==> config.mk <==
export PLATFORM = sky130hd
export DESIGN_NAME = priority_throttle_expiry_arbiter_core_flat
export DESIGN_NICKNAME = d
export VERILOG_FILES = /design/src/rtl/ptea_pkg.sv /design/src/rtl/ptea_if.sv /design/src/rtl/priority_throttle_expiry_arbiter_core.sv /design/src/rtl/ptea_cell.sv /design/src/rtl/ptea_ctrl.sv /design/src/flat_wrapper.sv
export SDC_FILE = /design/constraint.sdc
export NUM_CORES = 2
export LEC_CHECK = 0
export BUFFER_PORTS_ARGS = -buffer_cell sky130_fd_sc_hd__buf_2
export CAP_MARGIN = 25
export CORE_ASPECT_RATIO = 0.8
export CORE_MARGIN = 5
export CORE_UTILIZATION = 57
export DETAILED_ROUTE_END_ITERATION = 6
export HOLD_SLACK_MARGIN = 0.1
export MAX_ROUTING_LAYER = met4
export PLACE_DENSITY = 0.73
export SYNTH_ARGS = -nofsm -noshare
export SYNTH_HDL_FRONTEND = slang
export SYNTH_SLANG_ARGS = --single-unit
==> constraint.sdc <==
create_clock -name i_clk -period 11.5 [get_ports i_clk]
set_clock_uncertainty 0.15 [all_clocks]
set_input_delay 0.575 -clock i_clk [delete_from_list [all_inputs] [get_ports i_clk]]
set_output_delay 0.575 -clock i_clk [all_outputs]
set_load 0.05 [all_outputs]
==> src/rtl/ptea_pkg.sv <==
`default_nettype none
package ptea_pkg;

    localparam int TYPE_COUNT = 8;
    localparam int TYPE_W     = 3;
    localparam int TIME_W     = 32;
    localparam int PORT_DW    = 32;
    localparam int OFF_W      = 3;
    localparam int CNT_W      = 4;
    localparam int PRIO_W     = 2;
    localparam int HOLD_W     = 10;
    localparam int AGE_W      = 13;

    typedef enum logic [1:0] {
        OP_ENQ  = 2'd0,
        OP_SEL  = 2'd1,
        OP_DISP = 2'd2,
        OP_NOP  = 2'd3
    } t_op;

    typedef enum logic [1:0] {
        ST_OK    = 2'd0,
        ST_FULL  = 2'd1,
        ST_NONE  = 2'd2,
        ST_EMPTY = 2'd3
    } t_status;

    typedef enum logic [1:0] {
        S_IDLE,
        S_EXEC,
        S_SCAN,
        S_DONE
    } t_state;

    // command broadcast to the whole row of cells
    typedef enum logic [1:0] {
        CMD_HOLD,
        CMD_LOAD,
        CMD_ROT,
        CMD_DEL
    } t_cmd;

    function automatic logic [PRIO_W-1:0] type_prio(input logic [TYPE_W-1:0] kind);
        logic [PRIO_W-1:0] p;
        unique case (kind)
            3'd0, 3'd2:             p = 2'd2;
            3'd1, 3'd3, 3'd4, 3'd7: p = 2'd3;
            default:                p = 2'd1;
        endcase
        return p;
    endfunction

    function automatic logic [HOLD_W-1:0] type_hold(input logic [TYPE_W-1:0] kind);
        logic [HOLD_W-1:0] h;
        unique case (kind)
            3'd0, 3'd1, 3'd2: h = 10'd250;
            3'd3, 3'd4, 3'd7: h = 10'd500;
            default:          h = 10'd750;
        endcase
        return h;
    endfunction

    function automatic logic [AGE_W-1:0] type_age(input logic [TYPE_W-1:0] kind);
        logic [AGE_W-1:0] a;
        unique case (kind)
            3'd3, 3'd4, 3'd5: a = 13'd8000;
            3'd7:             a = 13'd4000;
            default:          a = 13'd5000;
        endcase
        return a;
    endfunction

endpackage
`default_nettype wire

==> src/rtl/ptea_if.sv <==
`default_nettype none
interface ptea_req_if import ptea_pkg::*; ();
    logic                valid;
    logic                ready;
    logic [1:0]          operation;
    logic [TYPE_W-1:0]   request_type;
    logic [PORT_DW-1:0]  request_payload;
    logic [OFF_W-1:0]    entry_offset;
    logic [TIME_W-1:0]   now_ms;

    modport source (output valid, operation, request_type, request_payload, entry_offset,
                    now_ms, input ready);
    modport sink   (input valid, operation, request_type, request_payload, entry_offset,
                    now_ms, output ready);
endinterface

interface ptea_rsp_if import ptea_pkg::*; ();
    logic                valid;
    logic                ready;
    logic [1:0]          status;
    logic [OFF_W-1:0]    chosen_offset;
    logic [TYPE_W-1:0]   chosen_type;
    logic [PORT_DW-1:0]  chosen_payload;
    logic [CNT_W-1:0]    queue_count;

    modport source (output valid, status, chosen_offset, chosen_type, chosen_payload,
                    queue_count, input ready);
    modport sink   (input valid, status, chosen_offset, chosen_type, chosen_payload,
                    queue_count, output ready);
endinterface
`default_nettype wire

==> src/rtl/priority_throttle_expiry_arbiter_core.sv <==
// enqueue, dispatch and no-op go from accept through the execute and done states to the result beat
// select on a non-empty queue also passes through the scan state: the queue rotates once through the row of cells
// one request in flight; ready rises again in the cycle after the result is loaded
// the output register holds a finished result while the next request is accepted
// synchronous active-low reset empties the queue and clears every dispatch time
`default_nettype none
module priority_throttle_expiry_arbiter_core import ptea_pkg::*; #(
    parameter int QUEUE_DEPTH   = 8,
    parameter int PAYLOAD_WIDTH = 32
) (
    input  wire logic  i_clk,
    input  wire logic  i_rst_n,
    ptea_req_if.sink   i_req,
    ptea_rsp_if.source o_rsp
);

    localparam int N  = QUEUE_DEPTH;
    localparam int IW = $clog2(N);
    localparam int CW = $clog2(N + 1);
    // stored payload never exceeds the port width
    localparam int DW = (PAYLOAD_WIDTH < PORT_DW) ? PAYLOAD_WIDTH : PORT_DW;

    t_cmd              w_cmd;
    logic [IW-1:0]     w_pos;
    logic [TYPE_W-1:0] w_new_kind;
    logic [TIME_W-1:0] w_new_time;
    logic [DW-1:0]     w_new_data;
    logic [IW-1:0]     w_pick_idx;
    logic [TYPE_W-1:0] w_pick_kind;
    logic [DW-1:0]     w_pick_data;

    // entry contents, cell 0 is the head of the queue
    logic [TYPE_W-1:0] w_kind [N];
    logic [TIME_W-1:0] w_time [N];
    logic [DW-1:0]     w_data [N];

    ptea_ctrl #(
        .N  (N),
        .IW (IW),
        .CW (CW),
        .DW (DW)
    ) u_ctrl (
        .i_clk       (i_clk),
        .i_rst_n     (i_rst_n),
        .i_req       (i_req),
        .o_rsp       (o_rsp),
        .o_cmd       (w_cmd),
        .o_pos       (w_pos),
        .o_new_kind  (w_new_kind),
        .o_new_time  (w_new_time),
        .o_new_data  (w_new_data),
        .o_pick_idx  (w_pick_idx),
        .i_pick_kind (w_pick_kind),
        .i_pick_data (w_pick_data),
        .i_head_kind (w_kind[0]),
        .i_head_time (w_time[0]),
        .i_head_data (w_data[0])
    );

    // row of cells, each hands its entry to the cell in front of it
    for (genvar g = 0; g < N; g++) begin : g_cell
        localparam int NX = (g + 1 < N) ? g + 1 : g;
        ptea_cell #(
            .IDX (g),
            .IW  (IW),
            .DW  (DW)
        ) u_cell (
            .i_clk       (i_clk),
            .i_cmd       (w_cmd),
            .i_pos       (w_pos),
            .i_new_kind  (w_new_kind),
            .i_new_time  (w_new_time),
            .i_new_data  (w_new_data),
            .i_nxt_kind  (w_kind[NX]),
            .i_nxt_time  (w_time[NX]),
            .i_nxt_data  (w_data[NX]),
            .i_head_kind (w_kind[0]),
            .i_head_time (w_time[0]),
            .i_head_data (w_data[0]),
            .o_kind      (w_kind[g]),
            .o_time      (w_time[g]),
            .o_data      (w_data[g])
        );
    end

    // dispatch reads the entry at the requested offset
    assign w_pick_kind = w_kind[w_pick_idx];
    assign w_pick_data = w_data[w_pick_idx];

endmodule
`default_nettype wire

==> src/rtl/ptea_cell.sv <==
`default_nettype none
module ptea_cell import ptea_pkg::*; #(
    parameter int IDX = 0,
    parameter int IW  = 3,
    parameter int DW  = 32
) (
    input  wire logic              i_clk,
    input  wire t_cmd              i_cmd,
    input  wire logic [IW-1:0]     i_pos,
    input  wire logic [TYPE_W-1:0] i_new_kind,
    input  wire logic [TIME_W-1:0] i_new_time,
    input  wire logic [DW-1:0]     i_new_data,
    input  wire logic [TYPE_W-1:0] i_nxt_kind,
    input  wire logic [TIME_W-1:0] i_nxt_time,
    input  wire logic [DW-1:0]     i_nxt_data,
    input  wire logic [TYPE_W-1:0] i_head_kind,
    input  wire logic [TIME_W-1:0] i_head_time,
    input  wire logic [DW-1:0]     i_head_data,
    output logic      [TYPE_W-1:0] o_kind,
    output logic      [TIME_W-1:0] o_time,
    output logic      [DW-1:0]     o_data
);

    localparam logic [IW-1:0] MY_IDX = IW'(IDX);

    logic [TYPE_W-1:0] r_kind;
    logic [TIME_W-1:0] r_time;
    logic [DW-1:0]     r_data;

    always_ff @(posedge i_clk) begin
        unique case (i_cmd)
            CMD_LOAD: begin
                if (MY_IDX == i_pos) begin
                    r_kind <= i_new_kind;
                    r_time <= i_new_time;
                    r_data <= i_new_data;
                end
            end
            // shift toward the head, the head entry re-enters at the tail
            CMD_ROT: begin
                if (MY_IDX < i_pos) begin
                    r_kind <= i_nxt_kind;
                    r_time <= i_nxt_time;
                    r_data <= i_nxt_data;
                end else if (MY_IDX == i_pos) begin
                    r_kind <= i_head_kind;
                    r_time <= i_head_time;
                    r_data <= i_head_data;
                end
            end
            // close the gap left at the removed position
            CMD_DEL: begin
                if (MY_IDX >= i_pos) begin
                    r_kind <= i_nxt_kind;
                    r_time <= i_nxt_time;
                    r_data <= i_nxt_data;
                end
            end
            CMD_HOLD: begin
            end
            default: begin
            end
        endcase
    end

    assign o_kind = r_kind;
    assign o_time = r_time;
    assign o_data = r_data;

endmodule
`default_nettype wire

==> src/rtl/ptea_ctrl.sv <==
`default_nettype none
module ptea_ctrl import ptea_pkg::*; #(
    parameter int N  = 8,
    parameter int IW = 3,
    parameter int CW = 4,
    parameter int DW = 32
) (
    input  wire logic              i_clk,
    input  wire logic              i_rst_n,
    ptea_req_if.sink               i_req,
    ptea_rsp_if.source             o_rsp,
    output t_cmd                   o_cmd,
    output logic      [IW-1:0]     o_pos,
    output logic      [TYPE_W-1:0] o_new_kind,
    output logic      [TIME_W-1:0] o_new_time,
    output logic      [DW-1:0]     o_new_data,
    output logic      [IW-1:0]     o_pick_idx,
    input  wire logic [TYPE_W-1:0] i_pick_kind,
    input  wire logic [DW-1:0]     i_pick_data,
    input  wire logic [TYPE_W-1:0] i_head_kind,
    input  wire logic [TIME_W-1:0] i_head_time,
    input  wire logic [DW-1:0]     i_head_data
);

    localparam int CMPW = (CW > OFF_W) ? CW : OFF_W;

    t_state              r_state, n_state;
    t_op                 r_op, n_op;
    logic [TYPE_W-1:0]   r_type, n_type;
    logic [DW-1:0]       r_data, n_data;
    logic [OFF_W-1:0]    r_off, n_off;
    logic [TIME_W-1:0]   r_now, n_now;
    logic [CW-1:0]       r_cnt, n_cnt;
    logic [CW-1:0]       r_left, n_left;
    logic [IW-1:0]       r_kept, n_kept;
    logic                r_found, n_found;
    logic [IW-1:0]       r_b_off, n_b_off;
    logic [TYPE_W-1:0]   r_b_kind, n_b_kind;
    logic [DW-1:0]       r_b_data, n_b_data;
    logic [TIME_W-1:0]   r_b_time, n_b_time;
    logic [PRIO_W-1:0]   r_b_prio, n_b_prio;
    logic [TIME_W-1:0]   r_last [TYPE_COUNT];
    logic [TIME_W-1:0]   n_last [TYPE_COUNT];
    t_status             r_res_st, n_res_st;
    logic [OFF_W-1:0]    r_res_off, n_res_off;
    logic [TYPE_W-1:0]   r_res_type, n_res_type;
    logic [DW-1:0]       r_res_data, n_res_data;
    logic [CW-1:0]       r_res_cnt, n_res_cnt;

    logic                r_o_valid;
    t_status             r_o_st;
    logic [OFF_W-1:0]    r_o_off;
    logic [TYPE_W-1:0]   r_o_type;
    logic [DW-1:0]       r_o_data;
    logic [CW-1:0]       r_o_cnt;

    logic [CMPW-1:0]     w_off_c, w_cnt_c;
    logic [TIME_W-1:0]   w_age, w_last, w_since;
    logic                w_expired, w_throttled, w_better;
    logic [PRIO_W-1:0]   w_prio;
    logic                w_out_load;

    // per-entry scoring on the head cell
    assign w_age       = r_now - i_head_time;
    assign w_expired   = w_age > TIME_W'(type_age(i_head_kind));
    assign w_last      = r_last[i_head_kind];
    assign w_since     = r_now - w_last;
    assign w_throttled = (w_last != '0) && (w_since < TIME_W'(type_hold(i_head_kind)));
    assign w_prio      = type_prio(i_head_kind);
    assign w_better    = !r_found || (w_prio > r_b_prio) ||
                         ((w_prio == r_b_prio) && (i_head_time < r_b_time));

    assign w_off_c     = CMPW'(r_off);
    assign w_cnt_c     = CMPW'(r_cnt);
    assign o_pick_idx  = w_off_c[IW-1:0];
    assign o_new_kind  = r_type;
    assign o_new_time  = r_now;
    assign o_new_data  = r_data;
    assign w_out_load  = (r_state == S_DONE) && (!r_o_valid || o_rsp.ready);

    always_comb begin
        n_state    = r_state;
        n_op       = r_op;
        n_type     = r_type;
        n_data     = r_data;
        n_off      = r_off;
        n_now      = r_now;
        n_cnt      = r_cnt;
        n_left     = r_left;
        n_kept     = r_kept;
        n_found    = r_found;
        n_b_off    = r_b_off;
        n_b_kind   = r_b_kind;
        n_b_data   = r_b_data;
        n_b_time   = r_b_time;
        n_b_prio   = r_b_prio;
        n_last     = r_last;
        n_res_st   = r_res_st;
        n_res_off  = r_res_off;
        n_res_type = r_res_type;
        n_res_data = r_res_data;
        n_res_cnt  = r_res_cnt;
        o_cmd      = CMD_HOLD;
        o_pos      = '0;
        unique case (r_state)
            S_IDLE: begin
                if (i_req.valid) begin
                    n_op    = t_op'(i_req.operation);
                    n_type  = i_req.request_type;
                    n_data  = i_req.request_payload[DW-1:0];
                    n_off   = i_req.entry_offset;
                    n_now   = i_req.now_ms;
                    n_state = S_EXEC;
                end
            end
            S_EXEC: begin
                n_res_st   = ST_OK;
                n_res_off  = '0;
                n_res_type = '0;
                n_res_data = '0;
                n_res_cnt  = r_cnt;
                n_state    = S_DONE;
                unique case (r_op)
                    OP_ENQ: begin
                        if (r_cnt == CW'(N)) begin
                            n_res_st = ST_FULL;
                        end else begin
                            o_cmd     = CMD_LOAD;
                            o_pos     = r_cnt[IW-1:0];
                            n_cnt     = r_cnt + 1'b1;
                            n_res_cnt = n_cnt;
                        end
                    end
                    OP_SEL: begin
                        n_left  = r_cnt;
                        n_kept  = '0;
                        n_found = 1'b0;
                        if (r_cnt == '0) begin
                            n_res_st = ST_NONE;
                        end else begin
                            n_state = S_SCAN;
                        end
                    end
                    OP_DISP: begin
                        if (w_off_c >= w_cnt_c) begin
                            n_res_st = ST_EMPTY;
                        end else begin
                            o_cmd               = CMD_DEL;
                            o_pos               = w_off_c[IW-1:0];
                            n_last[i_pick_kind] = r_now;
                            n_cnt               = r_cnt - 1'b1;
                            n_res_cnt           = n_cnt;
                            n_res_off           = r_off;
                            n_res_type          = i_pick_kind;
                            n_res_data          = i_pick_data;
                        end
                    end
                    OP_NOP: begin
                    end
                    default: begin
                    end
                endcase
            end
            S_SCAN: begin
                // the head leaves and re-enters at the tail unless it has expired
                o_cmd  = CMD_ROT;
                o_pos  = IW'(r_cnt - 1'b1);
                n_left = r_left - 1'b1;
                if (w_expired) begin
                    n_cnt = r_cnt - 1'b1;
                end else begin
                    n_kept = r_kept + 1'b1;
                    if (!w_throttled && w_better) begin
                        n_found  = 1'b1;
                        n_b_off  = r_kept;
                        n_b_kind = i_head_kind;
                        n_b_data = i_head_data;
                        n_b_time = i_head_time;
                        n_b_prio = w_prio;
                    end
                end
                if (r_left == CW'(1)) begin
                    n_state    = S_DONE;
                    n_res_st   = n_found ? ST_OK : ST_NONE;
                    n_res_off  = n_found ? OFF_W'(n_b_off) : '0;
                    n_res_type = n_found ? n_b_kind : '0;
                    n_res_data = n_found ? n_b_data : '0;
                    n_res_cnt  = n_cnt;
                end
            end
            S_DONE: begin
                if (!r_o_valid || o_rsp.ready) begin
                    n_state = S_IDLE;
                end
            end
            default: begin
                n_state = S_IDLE;
            end
        endcase
    end

    always_ff @(posedge i_clk) begin
        if (!i_rst_n) begin
            r_state <= S_IDLE;
            r_cnt   <= '0;
            r_last  <= '{default: '0};
        end else begin
            r_state <= n_state;
            r_cnt   <= n_cnt;
            r_last  <= n_last;
        end
    end

    always_ff @(posedge i_clk) begin
        r_op       <= n_op;
        r_type     <= n_type;
        r_data     <= n_data;
        r_off      <= n_off;
        r_now      <= n_now;
        r_left     <= n_left;
        r_kept     <= n_kept;
        r_found    <= n_found;
        r_b_off    <= n_b_off;
        r_b_kind   <= n_b_kind;
        r_b_data   <= n_b_data;
        r_b_time   <= n_b_time;
        r_b_prio   <= n_b_prio;
        r_res_st   <= n_res_st;
        r_res_off  <= n_res_off;
        r_res_type <= n_res_type;
        r_res_data <= n_res_data;
        r_res_cnt  <= n_res_cnt;
    end

    // output register
    always_ff @(posedge i_clk) begin
        if (!i_rst_n) begin
            r_o_valid <= 1'b0;
        end else if (w_out_load) begin
            r_o_valid <= 1'b1;
        end else if (o_rsp.ready) begin
            r_o_valid <= 1'b0;
        end
    end

    always_ff @(posedge i_clk) begin
        if (w_out_load) begin
            r_o_st   <= r_res_st;
            r_o_off  <= r_res_off;
            r_o_type <= r_res_type;
            r_o_data <= r_res_data;
            r_o_cnt  <= r_res_cnt;
        end
    end

    assign i_req.ready          = (r_state == S_IDLE);
    assign o_rsp.valid          = r_o_valid;
    assign o_rsp.status         = r_o_st;
    assign o_rsp.chosen_offset  = r_o_off;
    assign o_rsp.chosen_type    = r_o_type;
    assign o_rsp.chosen_payload = PORT_DW'(r_o_data);
    assign o_rsp.queue_count    = CNT_W'(r_o_cnt);

endmodule
`default_nettype wire

==> src/flat_wrapper.sv <==
// flat-port wrapper written by rule: the top's interface ports become plain ports
module priority_throttle_expiry_arbiter_core_flat import ptea_pkg::*;
#(
    parameter int QUEUE_DEPTH   = 8,
    parameter int PAYLOAD_WIDTH = 32
)
  (i_clk, i_rst_n, i_req_valid, i_req_operation, i_req_request_type, i_req_request_payload, i_req_entry_offset, i_req_now_ms, i_req_ready, o_rsp_valid, o_rsp_status, o_rsp_chosen_offset, o_rsp_chosen_type, o_rsp_chosen_payload, o_rsp_queue_count, o_rsp_ready);
  ptea_req_if i_req_i ();
  ptea_rsp_if o_rsp_i ();
  input  wire logic i_clk;
  input  wire logic i_rst_n;
  input wire logic [$bits(i_req_i.valid)-1:0] i_req_valid;
  input wire logic [$bits(i_req_i.operation)-1:0] i_req_operation;
  input wire logic [$bits(i_req_i.request_type)-1:0] i_req_request_type;
  input wire logic [$bits(i_req_i.request_payload)-1:0] i_req_request_payload;
  input wire logic [$bits(i_req_i.entry_offset)-1:0] i_req_entry_offset;
  input wire logic [$bits(i_req_i.now_ms)-1:0] i_req_now_ms;
  output wire logic [$bits(i_req_i.ready)-1:0] i_req_ready;
  output wire logic [$bits(o_rsp_i.valid)-1:0] o_rsp_valid;
  output wire logic [$bits(o_rsp_i.status)-1:0] o_rsp_status;
  output wire logic [$bits(o_rsp_i.chosen_offset)-1:0] o_rsp_chosen_offset;
  output wire logic [$bits(o_rsp_i.chosen_type)-1:0] o_rsp_chosen_type;
  output wire logic [$bits(o_rsp_i.chosen_payload)-1:0] o_rsp_chosen_payload;
  output wire logic [$bits(o_rsp_i.queue_count)-1:0] o_rsp_queue_count;
  input wire logic [$bits(o_rsp_i.ready)-1:0] o_rsp_ready;
  assign i_req_i.valid = i_req_valid;
  assign i_req_i.operation = i_req_operation;
  assign i_req_i.request_type = i_req_request_type;
  assign i_req_i.request_payload = i_req_request_payload;
  assign i_req_i.entry_offset = i_req_entry_offset;
  assign i_req_i.now_ms = i_req_now_ms;
  assign i_req_ready = i_req_i.ready;
  assign o_rsp_valid = o_rsp_i.valid;
  assign o_rsp_status = o_rsp_i.status;
  assign o_rsp_chosen_offset = o_rsp_i.chosen_offset;
  assign o_rsp_chosen_type = o_rsp_i.chosen_type;
  assign o_rsp_chosen_payload = o_rsp_i.chosen_payload;
  assign o_rsp_queue_count = o_rsp_i.queue_count;
  assign o_rsp_i.ready = o_rsp_ready;
  priority_throttle_expiry_arbiter_core #(.QUEUE_DEPTH(QUEUE_DEPTH), .PAYLOAD_WIDTH(PAYLOAD_WIDTH)) u_core (.i_clk(i_clk), .i_rst_n(i_rst_n), .i_req(i_req_i), .o_rsp(o_rsp_i));
endmodule
Word level (Yosys, flattened, before mapping) --
Index checks and enable logic that the tools add are counted.
Word-level totals: bits in registers 1039, input port bits 76, output and inout port bits 46, word-level logic and storage cells 376
Operators by class: bitwise logic cells 5, add/subtract/negate cells 6, magnitude comparators 24, eq/ne operators 53, multiplexer cells 189, reduce and logical (&&, ||, !) cells 41
Operator list (number):
- $mux 32 | 71
- $pmux 32 s3 | 14
- $bwmux 256 | 1
- $bmux 32 s3 | 2
- $pmux 32 s2 | 3
- $mux 3 | 47
- $demux 32 s3 | 1
- $sub 32x32->32 | 2
- $pmux 3 s3 | 7
- $ne 2x2->1 const B | 21
- $pmux 3 s2 | 6
- $gt 32x13->1 | 1
- $lt 32x10->1 | 1
- $lt 32x32->1 | 1
- $pmux 4 s2 | 4
- $reduce_and 4->1 | 8
- $reduce_bool 32->1 | 1
- $pmux 13 s2 | 1
- $mux 4 | 5
- $pmux 10 s2 | 1
- $ne 3x3->1 const B | 6
- $mux 2 | 8
- $pmux 2 s2 | 4
- $eq 3x3->1 const A | 4
- other kinds (44) | 98

Longest topological paths before layout --
depth after elaboration 15, mapped depth 26, depth with buffers taken out 20

Cells and area by module --
Synthesis repeated with hierarchy kept, for this count alone.
Second synthesis, totals: cells, all modules 5825, area, all modules 58980.3 um^2
Modules (own cells, without submodules):
- ptea_ctrl | cells an instance 2915, area each 27883.0 um^2, instances 1, sequential area each 12472.0 um^2
- ptea_cell at u_core.g_cell[1].u_cell | cells an instance 391, area each 4010.1 um^2, instances 1, sequential area each 2011.9 um^2
- ptea_cell at u_core.g_cell[3].u_cell | cells an instance 385, area each 3905.0 um^2, instances 1, sequential area each 2011.9 um^2
- ptea_cell at u_core.g_cell[4].u_cell | cells an instance 385, area each 3786.1 um^2, instances 1, sequential area each 2011.9 um^2
- ptea_cell at u_core.g_cell[2].u_cell | cells an instance 296, area each 3425.8 um^2, instances 1, sequential area each 2011.9 um^2
- ptea_cell at u_core.g_cell[7].u_cell | cells an instance 294, area each 3425.8 um^2, instances 1, sequential area each 2011.9 um^2
- ptea_cell at u_core.g_cell[0].u_cell | cells an instance 293, area each 3410.8 um^2, instances 1, sequential area each 2011.9 um^2
- ptea_cell at u_core.g_cell[6].u_cell | cells an instance 371, area each 3385.7 um^2, instances 1, sequential area each 2011.9 um^2
- ptea_cell at u_core.g_cell[5].u_cell | cells an instance 370, area each 3379.5 um^2, instances 1, sequential area each 2011.9 um^2
- priority_throttle_expiry_arbiter_core | cells an instance 125, area each 2368.5 um^2, instances 1, sequential area each 0.0 um^2

Worst setup path after synthesis --
Ideal clock, no wire load.
kind register to register, from reg u_core.u_ctrl.r_off[0] (netlist: u_core.u_ctrl.o_pick_idx[0]), to reg u_core.g_cell[1].u_cell.r_data[0], enable pin, cell stages (with the launch flop) 15, period minus slack after synthesis 11261 ps, arrival 10436 ps, path buffers 5, setup time 675 ps, path slack 239 ps, data required time 10675 ps, cells stage by stage edfxtp_1 -> clkbuf_1 -> clkbuf_1 -> clkbuf_1 -> clkbuf_1 -> inv_1 -> ha_1 -> nand2b_1 -> a21o_1 -> a21oi_1 -> or2_0 -> and2_1 -> o21ai_0 -> clkbuf_1 -> o41ai_1
On the way: cells in the longest elaborated chain, start to end 7, elaborated cells on any way between the ends 18, those cells by class 3 x order compare; 7 x eq/ne; 6 x mux; 2 x reduce/logical
Ends and longest elaborated chain:
- start: declaration | line ptea_ctrl.sv:31 | logic [OFF_W-1:0] r_off, n_off;
- start signal: assignment | line ptea_ctrl.sv:218 | r_off <= n_off;
- $ge 3x4->1 | line ptea_ctrl.sv:145 | if (w_off_c >= w_cnt_c) begin
- $mux 3 or $mux 2 (tied branches) | line ptea_ctrl.sv:145
- $pmux 3 s2 or $pmux 2 s2 (tied branches) | line ptea_ctrl.sv:123 | unique case (r_op)
- $pmux 3 s2 or $pmux 2 s2 (tied branches) | line ptea_ctrl.sv:105 | unique case (r_state)
- $lt 1x3->1 (tied with other cells) | line ptea_cell.sv:41 | if (MY_IDX < i_pos) begin
- $ne 3x3->1 (no source line) (tied with other cells)
- $reduce_and 4->1 (no source line) (*)
- end signal: assignment | line ptea_cell.sv:36 | r_data <= i_new_data;
- end signal: assignment | line ptea_cell.sv:44 | r_data <= i_nxt_data;
- end signal: assignment | line ptea_cell.sv:48 | r_data <= i_head_data;
- end: declaration | line ptea_cell.sv:28 | logic [DW-1:0] r_data;
Mark *: on every way between the ends. The rest lies on a longest branch, timed or not. A chain may end at the register's enable or synchronous reset.

Worst setup path in the final report --
from reg u_core.g_cell[0].u_cell.r_kind[1], to reg u_core.u_ctrl.r_b_time[16], enable pin
On the way: cells in the longest elaborated chain, start to end 10, elaborated cells on any way between the ends 33, those cells by class 1 x add/sub; 3 x order compare; 7 x eq/ne; 6 x mux; 2 x bitwise; 14 x reduce/logical
Ends and longest elaborated chain:
- start: declaration | line ptea_cell.sv:26 | logic [TYPE_W-1:0] r_kind;
- start signal: assignment | line ptea_cell.sv:34 | r_kind <= i_new_kind;
- start signal: assignment | line ptea_cell.sv:42 | r_kind <= i_nxt_kind;
- start signal: assignment | line ptea_cell.sv:46 | r_kind <= i_head_kind;
- $not 3->4 (not written as such) | line ptea_ctrl.sv:66 | assign w_last = r_last[i_head_kind];
- $bmux 32 s3 | line ptea_ctrl.sv:66
- $mux 32 (not written as such) (2 in series) | line ptea_ctrl.sv:66
- $sub 32x32->32 | line ptea_ctrl.sv:67 | assign w_since = r_now - w_last;
- $lt 32x10->1 | line ptea_ctrl.sv:68 | assign w_throttled = (w_last != '0) && (w_since < TIME_W'(type_hold(i_head_kind)));
- $logic_and 1x1->1 | line ptea_ctrl.sv:68
- $logic_not 1->1 | line ptea_ctrl.sv:173 | if (!w_throttled && w_better) begin
- $logic_and 1x1->1 | line ptea_ctrl.sv:173
- $reduce_and 3->1 (no source line) (*)
- end signal: assignment | line ptea_ctrl.sv:226 | r_b_time <= n_b_time;
- end: declaration | line ptea_ctrl.sv:40 | logic [TIME_W-1:0] r_b_time, n_b_time;
Mark *: on every way between the ends. The rest lies on a longest branch, timed or not. The select of a mux whose other input is x is not followed.

==> flow_summary.yaml <==
run_status:
  status: "finished, violations left"
  violations: "DRC"
yosys:
  syn-num-nets: 5004
  synthDistinctLibCells: 92
  synth_flop_cell: "edfxtp_1"
  synth_seq_cells: 1039
  synth-edff-count: 776
  synth_cells: 4805
  syn_area_um2: 55400
  postSynthAreaPerCell_um2: 11.5
  ys_async_sr_fraction_pct: 0
  yosys_warnings: 0
  ys_seq_area_share_pct: 51.6
global_routing:
  grt_pass1_vias: 39000
  grt_use_met2_pct: 45.3
  met3_usage_pct: 5.23
  grt_pass1_wl_um: 242000
  grt_max_degree: 211
  grt_most_used_layer: "met1"
  met1_usage_pct: 46.0
  overflow: 0
  grtUsageTotal_pct: 31.2
  antenna_found_initial: 7
sta:
  fmax_mhz: 119
  worst_pin_slew_ns: 1.15
  slew_violations: 0
  timing.slew.headroom_pct: 23.5
  tns_ns: 0
  post-route-period-util_pct: 73.3
  rsz0062_at_grt: "no"
  setup_viol_count_final: 0
  finalCriticalPeriod_ns: 8.42
  hold_viol: 0
drt:
  drt-wirelength-per-cell_um: 26.2
  num_vias: 41700
  drtAntennaViolNets: 0
  drc: 2
  drt_iter0_markers: 6266
  vias_per_cell: 6.80
  drt_wl_total_um: 161000
  drtPass1Iterations: 7
setup_path:
  worstPathCellList: "buf_4 -> mux4_2 -> mux2i_1 -> ha_1 -> a21oi_1 -> o211a_1 -> o21ai_0 -> nor2_1 -> xnor2_1 -> ha_1 -> and2_1 -> o221ai_1 -> a2111o_1 -> a211oi_1 -> or4_1 -> nor4_1 -> nand4_1 -> nor4_4 -> buf_4 -> or3_2 -> nor2_4 -> buf_12"
  cp_slowest_cell: "or3_2"
  worst_setup_path_end_kind: "flip-flop"
  cp_slowest_stage_delay_ns: 0.95
  path_class: "flip-flop to flip-flop"
  start_kind: "flip-flop"
  worstPathArrival_ns: 8.70
  cp_max_fo: 39
  cp.required_ns: 11.78
clock_network:
  cts_buffers: 106
  root_buffer: "clkbuf_16"
  clkTransAtPathRegs_ns: 0.06
  clockBufferDepth: 3
  cts_tree: "built"
  clock_sinks: 1039
  clkLatencyLatePin_ns: 0.71
  htreeDepth: 3
floorplanning:
  start_util_pct: 57.3
  rows: 102
  die_y_um: 289
  io_pins: 122
  die_w_um: 358
  dieArea_um2: 104000
  core_um2: 96600
placed_design:
  gp_congestion: 0.933
  dp_hpwl_um: 93100
  portBuffers: 121
  dp.cells: 5846
finish:
  layout_commonest_cell: "edfxtp_1"
  layout_common_cells: "776 x edfxtp_1, 502 x mux2i_1, 404 x o21ai_0"
  drive_above_1_share_pct: 14.1
  instances_no_fill: 6121
  fin_nets: 4929
  area_delta_synth_final_pct: 10.2
pwr:
  ir_drop_mv: 0.144
  total_leakage_power_nw: 21.7
  power_mw: 13.1
  power_density_nw_per_um2: 215
job:
  max_cap_violations: 0
hold_path:
  min_path_type: "input port to flip-flop"
-- critical path, delay by kind of cell (launching register included) --
| kind | cells | cell delay [ns] |
|---|---|---|
| AND/OR/NAND/NOR | 8 | 2.95 |
| multiplexers | 2 | 0.69 |
| AO/OA/AOI/OAI | 6 | 1.24 |
| adder cells (fa/ha/maj) | 2 | 0.58 |
| buffers and inverters | 3 | 1.35 |
| flip-flops | 1 | 0.92 |
| XOR/XNOR | 1 | 0.16 |
-- where the power goes --
part | switching (mW) | internal [mW]
registers | 0.438 | 4.97
logic | 2.67 | 1.63
clock network | 1.52 | 1.91
-- kinds of logic after synthesis --
| family | after synthesis | share of synthesized area, % |
|---|---|---|
| compound gates | 1334 | 16.5 |
| flops | 1039 | 51.6 |
| simple gates | 905 | 7.50 |
| mux | 743 | 16.6 |
| buf+inv | 618 | 4.36 |
| fa+ha+maj | 123 | 2.81 |
| xor+xnor | 43 | 0.680 |
-- state kept, by name, indices dropped and copies added, names as in the netlist, 4 cells and up --
register,flops
u_core.u_ctrl.r_res_cnt,4
u_core.u_ctrl.r_res_data,32
u_core.u_ctrl.o_new_time,32
u_core.g_cell.u_cell.o_data,256
u_core.u_ctrl.r_b_data,32
u_core.u_ctrl.o_new_data,32
u_core.u_ctrl.o_rsp.queue_count,4
u_core.u_ctrl.r_cnt,4
u_core.u_ctrl.r_left,4
u_core.g_cell.u_cell.o_kind,24
u_core.u_ctrl.r_last,256
u_core.u_ctrl.o_rsp.chosen_payload,32
u_core.u_ctrl.r_b_time,32
u_core.g_cell.u_cell.o_time,256
-- layer usage --
| layer | vias up | routed length [um] |
|---|---|---|
| met5 | - | 0 |
| met2 | 2542 | 70700 |
| met4 | 0 | 3650 |
| met1 | 20600 | 68600 |
| li1 | 18200 | - |
| met3 | 272 | 17600 |
-- metrics by stage --
step | cell area, um^2 | utilization (%) | hold WS [ns] | worst slack [ns]
detailed placement | 56800 | 58.8 | 0.255 | 3.40
CTS | 60900 | 63.1 | 0.206 | 3.34
floorplan | 55400 | - | 0.250 | 0.239
global placement | 56800 | 58.7 | 0.253 | 3.32
finish | 61000 | 63.1 | 0.246 | 3.08
global route | 61000 | 63.1 | 0.251 | 2.80
-- synthesized netlist by cell type (all sizes together), types with 8 or more instances --
library cell	n	area [um^2]
a211oi	18	135
a21boi	8	60.1
a21o	107	803
a21oi	267	1340
a221o	233	2330
a2bb2oi	41	378
a31o	10	87.6
a31oi	19	119
a41oi	41	367
and2	8	50.1
and3	79	494
buf	68	349
clkbuf	404	1520
dfxtp	263	5270
edfxtp	776	23300
ha	121	1510
inv	143	537
mux2	112	1260
mux2i	502	5020
mux4	129	2910
nand2	238	893
nand2b	14	87.6
nand3	29	145
nand4	23	144
nor2	378	1420
nor2b	28	175
nor3	36	191
nor4	15	115
o211ai	11	82.6
o21a	19	143
o21ai	427	2140
o21bai	12	90.1
o31ai	46	350
or3	10	62.6
or4	18	143
xnor2	28	245
xor2	15	131
-- what timing repair did --
action / in CTS / in global routing
hold buffers: 73 / 0
buffers inserted: 0 / 0
gates resized for setup: 0 / 0
hold endpoints to repair: 73 / 0
-- final cells by class --
cell class / instances / area (um^2)
fillers: 7455 / 35600
flip-flops and latches: 1039 / 28600
multi-input cells: 3148 / 24700
clock buffers: 150 / 2920
repair buffers: 289 / 2180
well taps: 1300 / 1630
inverters: 146 / 561
clock inverters: 47 / 484
diodes: 2 / 5.00
-- final timing paths --
kind	cells past startpoint	endpoint	start	slack [ns]
worst max register to register	22	u_core.u_ctrl.r_b_time[16]$_DFFE_PP_	u_core.g_cell[0].u_cell.o_kind[1]$_DFFE_PP_	3.08
worst max-delay path	22	u_core.u_ctrl.r_b_time[16]$_DFFE_PP_	u_core.g_cell[0].u_cell.o_kind[1]$_DFFE_PP_	3.08
worst min register to register	0	u_core.u_ctrl.o_rsp.queue_count[0]$_DFFE_PP_	u_core.u_ctrl.r_res_cnt[0]$_DFFE_PP_	0.27
worst min-delay path	5	u_core.u_ctrl.r_state[0]$_SDFFE_PN0P_	i_req_valid	0.25
No activity file was read; power rests on OpenSTA's default activity.
